**config.mk**
```make
export PLATFORM = sky130hd
export DESIGN_NAME = lbs_merge
export DESIGN_NICKNAME = d
export VERILOG_FILES = /design/src/hdl/lbs_pkg.sv /design/src/hdl/lbs_merge.sv
export SDC_FILE = /design/constraint.sdc
export NUM_CORES = 1
export LEC_CHECK = 0
export ABC_CLOCK_PERIOD_IN_PS = 8250
export CAP_MARGIN = 20
export CORE_AREA = 4 4 215 217
export DETAILED_ROUTE_END_ITERATION = 7
export DIE_AREA = 0 0 219 221
export DONT_BUFFER_PORTS = 1
export PLACE_DENSITY_LB_ADDON = 0.1
export SETUP_SLACK_MARGIN = 0.2
export SKIP_CTS_REPAIR_TIMING = 1
export SLEW_MARGIN = 20
export SYNTH_ARGS = -nofsm -noshare
export SYNTH_HDL_FRONTEND = slang
export SYNTH_SLANG_ARGS = --single-unit
```
**constraint.sdc**
```tcl
create_clock -name clk_i -period 8.25 [get_ports clk_i]
set_clock_uncertainty 0.2 [all_clocks]
set_input_delay 0.4125 -clock clk_i [delete_from_list [all_inputs] [get_ports clk_i]]
set_output_delay 0.4125 -clock clk_i [all_outputs]
set_load 0.03 [all_outputs]
```
**src/hdl/lbs_pkg.sv**
```systemverilog
// ----------------------------------------------------------------------------
// lbs_pkg: shared types and helpers for the vertex skinner
// Beat layouts, operation codes, table write command and saturation.
// ----------------------------------------------------------------------------
package lbs_pkg;

  localparam int MaxBonesDef = 64;
  localparam int SlotsDef    = 4;
  localparam int BoneW       = 8;
  localparam int EntryW      = 4;
  localparam int Elems       = 16;
  localparam logic [BoneW-1:0] BoneNone = 8'hFF;
  localparam logic signed [31:0] QOne = 32'sd65536;
  // weighted term: 32 x 17 bit product shifted right by 15
  localparam int WpW = 34;

  typedef enum logic [1:0] {
    OpPose = 2'd0,
    OpBind = 2'd1,
    OpSkin = 2'd2,
    OpRsvd = 2'd3   // unused code, dropped without a result
  } lbs_op_e;

  typedef struct packed {
    logic [1:0]         operation;
    logic signed [31:0] pos_x;
    logic signed [31:0] pos_y;
    logic signed [31:0] pos_z;
    logic [31:0]        bone_slots;
    logic [63:0]        slot_weights;
    logic [5:0]         matrix_bone;
    logic [3:0]         matrix_entry;
    logic signed [31:0] matrix_value;
  } lbs_in_t;

  typedef struct packed {
    logic signed [31:0] out_x;
    logic signed [31:0] out_y;
    logic signed [31:0] out_z;
  } lbs_out_t;

  // table write command broadcast to every lane
  typedef struct packed {
    logic               en;
    logic               sel_bind;
    logic [BoneW-1:0]   bone;
    logic [EntryW-1:0]  entry;
    logic signed [31:0] value;
  } lbs_wr_t;

  function automatic logic signed [31:0] sat32(input logic signed [63:0] v);
    logic signed [31:0] r;
    if (v > 64'sd2147483647) begin
      r = 32'sh7FFFFFFF;
    end else if (v < -64'sd2147483648) begin
      r = 32'sh80000000;
    end else begin
      r = v[31:0];
    end
    return r;
  endfunction

endpackage

```
**src/hdl/lbs_merge.sv**
```systemverilog
// ----------------------------------------------------------------------------
// lbs_merge: slot merge
// Sums the weighted terms of all lanes per axis and saturates to 32 bits.
// ----------------------------------------------------------------------------
module lbs_merge #(
  parameter int NumSlots = lbs_pkg::SlotsDef
) (
  input  logic                           clk_i,
  input  logic                           adv_i,
  input  logic signed [lbs_pkg::WpW-1:0] wp_i [NumSlots][3],
  output lbs_pkg::lbs_out_t              out_o
);
  import lbs_pkg::*;

  logic signed [WpW+1:0] sum [3];
  lbs_out_t out_q;

  // per axis adder over lanes
  always_comb begin
    for (int a = 0; a < 3; a++) begin
      sum[a] = '0;
      for (int s = 0; s < NumSlots; s++) begin
        sum[a] = sum[a] + (WpW+2)'(wp_i[s][a]);
      end
    end
  end

  always_ff @(posedge clk_i) begin
    if (adv_i) begin
      out_q.out_x <= sat32(64'(sum[0]));
      out_q.out_y <= sat32(64'(sum[1]));
      out_q.out_z <= sat32(64'(sum[2]));
    end
  end

  assign out_o = out_q;

endmodule

```
==> impl_metrics.json <==
{
  "status": "finished, final reports clean",
  "die_y_microns": 221,
  "grt_pass1_vias": 12500,
  "critPathMaxStageDelay_ns": 0.61,
  "drive_above_1_share_pct": 2.38,
  "hpwlAfterDp_microns": 37700,
  "rows": 77,
  "cp-endpoint": "out_o[78]",
  "cp_cell_sequence": "inv_1 > fa_1 > fa_1 > inv_1 > ha_1 > inv_1 > fa_1 > nand2b_1 > a21oi_1 > o211ai_1 > o21a_1 > o311ai_1 > a211oi_1 > a311oi_1 > a41oi_2 > buf_4 > o21ai_0",
  "mappedNetlistArea_sq_um": 15300,
  "p_sw_uw": 2840,
  "die_w_microns": 219,
  "tritoncts": "built",
  "wl_microns": 43300,
  "finalCritPeriodShare_pct": 62.9,
  "clockPowerShare_pct": 9.6,
  "syn2layout_area_growth_pct": 6.97,
  "relSlewSlack_pct": 33.6,
  "antenna_found_initial": 1,
  "place_inst": 2342,
  "ys_seq_area_share_pct": 18.8,
  "overflow": 0,
  "synth.top_cell.area_share_pct": 27.1,
  "gp_congestion": 0.868,
  "slew_violations": 0,
  "hold_violations": 0,
  "ys_ff_latch": 96,
  "io_buffer_count": 0,
  "cts.path.max_buffers": 2,
  "start_kind": "input pin",
  "synth_edf_count": 96,
  "drt-initial-drc-count": 458,
  "combPwrFrac_pct": 58.7,
  "cap_viol_max_count": 0,
  "antennaDiodeCount": 0,
  "switching_share_pct": 53.2,
  "io_pins": 506,
  "grt_use_total_pct": 17.7,
  "firstDrtPassIters": 4,
  "routed_via_density": 4.89,
  "largest_reg_flops": 96,
  "wl_per_cell_microns": 18.4,
  "stdcell_count": 2360,
  "async_flop_share_pct": 0,
  "clock_sink_count": 96,
  "ys_top_cells_by_count": "inv_1, fa_1, ha_1",
  "cp_num_buf_inv": 4,
  "ant_nets": 0,
  "dr.max_layer_used": "met5",
  "grt_start_max_net_pins": 97,
  "multiInputGateArea_sq_um": 10100,
  "setup_viol": 0,
  "routedLengthMet1_microns": 18200,
  "synth_top_area_cell": "fa_1",
  "path_class": "in -> reg",
  "ir_drop_uv": 141,
  "fillCellCount": 4691,
  "synth_area_leaders": "fa_1, edfxtp_1, inv_1, ha_1, a21oi_1",
  "fmax_mhz": 193,
  "yosysMostFrequentCell": "inv_1",
  "clockRootBuffer": "clkbuf_16",
  "p_leak_uw": 0.00836,
  "fin_crit_ns": 5.19,
  "rsz0062_at_grt": "no",
  "cp_num_cells": 17,
  "netlist-cell-type-count": 63,
  "fin_tns_setup_ns": 0,
  "p_seq_share_pct": 31.8,
  "clk_pin_slew_ns": 0.08,
  "worstMarginPinSlew_ns": 0.993,
  "cts_buffers": 9,
  "syn_avg_cell_area_sq_um": 8.58,
  "grt_pass1_wl_microns": 68100,
  "critPathRequiredTime_ns": 8.23,
  "final_net_count": 2485,
  "crit_slowest_cell": "a311oi_1",
  "vias": 11500,
  "wl_met2_microns": 21400,
  "design.core.area_sq_um": 44100,
  "wl_met3_microns": 2910,
  "powerDensity_nw_per_um2": 326,
  "post-route-drc-count": 0,
  "dieArea_sq_um": 48400,
  "end_kind": "flop",
  "cp.arrival_ns": 5.16,
  "hold_class": "in -> reg",
  "syn_inst": 1784,
  "htreeDepth": 3,
  "synth_ff_type": "edfxtp_1",
  "cp_top_family": "compound AO/OA/AOI/OAI gates",
  "p_int_uw": 2500,
  "synth_fp_nets": 2506,
  "crit_fanout": 31,
  "seqCellArea_sq_um": 2880,
  "cp-startpoint": "wp_i[69]",
  "initial_core_util_pct": 34.7,
  "yosys_warnings": 0
}
## through the flow
stage | hold slack (ns) | total power (uW) | util [%] | worst slack [ns] | instance area [sq um]
after detailed placement | 0.342 | 4840 | 36.2 | 2.56 | 16000
after global placement | 0.344 | 4830 | 36.2 | 2.68 | 16000
after floorplan | 0.325 | 3920 | - | 3.63 | 15300
after global routing | 0.212 | 5840 | 37.1 | 2.70 | 16400
final | 0.217 | 5340 | 37.1 | 3.06 | 16400
after CTS | -0.0410 | 5380 | 37.0 | 2.97 | 16300
## logic make-up (layout without fill, tap and decap cells)
group / after synthesis / after routing / share of synthesized area [%]
buffers and inverters: 633 / 617 / 15.7
XOR/XNOR: 93 / 93 / 5.32
adder cells (fa/ha/maj): 312 / 312 / 35.7
AO/OA/AOI/OAI: 412 / 412 / 16.9
AND/OR/NAND/NOR: 237 / 237 / 7.54
flip-flops: 96 / 96 / 18.8
multiplexers: 1 / 1 / 0.0654
## how the worst min path moves through the flow
stage	startpoint	endpoint	slack [ns]	cells past startpoint
3_3_place_gp	adv_i	out_o[41]	0.34	0
5_1_grt	wp_i[374]	out_o[64]	0.21	3
6_report	wp_i[374]	out_o[64]	0.22	3
3_5_place_dp	adv_i	out_o[43]	0.34	0
2_1_floorplan	adv_i	out_o[0]	0.32	0
4_1_cts	adv_i	out_o[41]	-0.04	0
## layer usage
layer	up-vias	track usage, %
li1	5554	-
met2	317	30.9
met1	5636	22.1
met5	-	0
met4	2	3.61
met3	34	4.75
## power groups by stage
stage          Combinational, uW  Sequential, uW  Clock [uW]
5_1_grt                     3560            1730         546
3_5_place_dp                3120            1720           0
3_3_place_gp                3090            1730           0
6_report                    3130            1700         510
2_1_floorplan               2350            1570           0
4_1_cts                     3130            1720         528
## tightest hold or removal path: cells and delay by family
kind | cells | cell delay (ns)
adder cells (fa/ha/maj) | 1 | 0.10
buffers and inverters | 1 | 0.03
AO/OA/AOI/OAI | 1 | 0.11
## final cells by class
class | instances | share of cell area, %
Clock buffer | 9 | 1.38
Clock inverter | 7 | 0.726
Inverter | 595 | 13.6
Multi-Input combinational cell | 1055 | 61.6
Sequential cell | 96 | 17.6
Tap cell | 592 | 4.52
Timing Repair Buffer | 6 | 0.520
## cells in the final DEF (no fill, tap or decap), types with 4 or more instances in the layout
cell,instances
o21ai_0,68
a21oi_1,98
o21ai_1,84
a311oi_1,6
nand4_1,16
o2111ai_1,6
xor2_1,55
a31oi_1,14
edfxtp_1,96
a21o_1,47
nor2b_1,10
or3_1,4
o211ai_1,11
o21bai_1,8
nor3_1,5
and3_1,11
o31ai_1,5
ha_1,105
a211oi_1,8
xnor2_1,38
buf_4,4
and2_1,10
clkbuf_16,9
nand2b_1,17
nand3_1,20
nand2_1,76
a21boi_0,4
o21a_1,10
and4_1,4
nor4_1,6
nor2_1,50
inv_1,595
or2_2,4
fa_1,207
(Power assumes the default switching activity.)
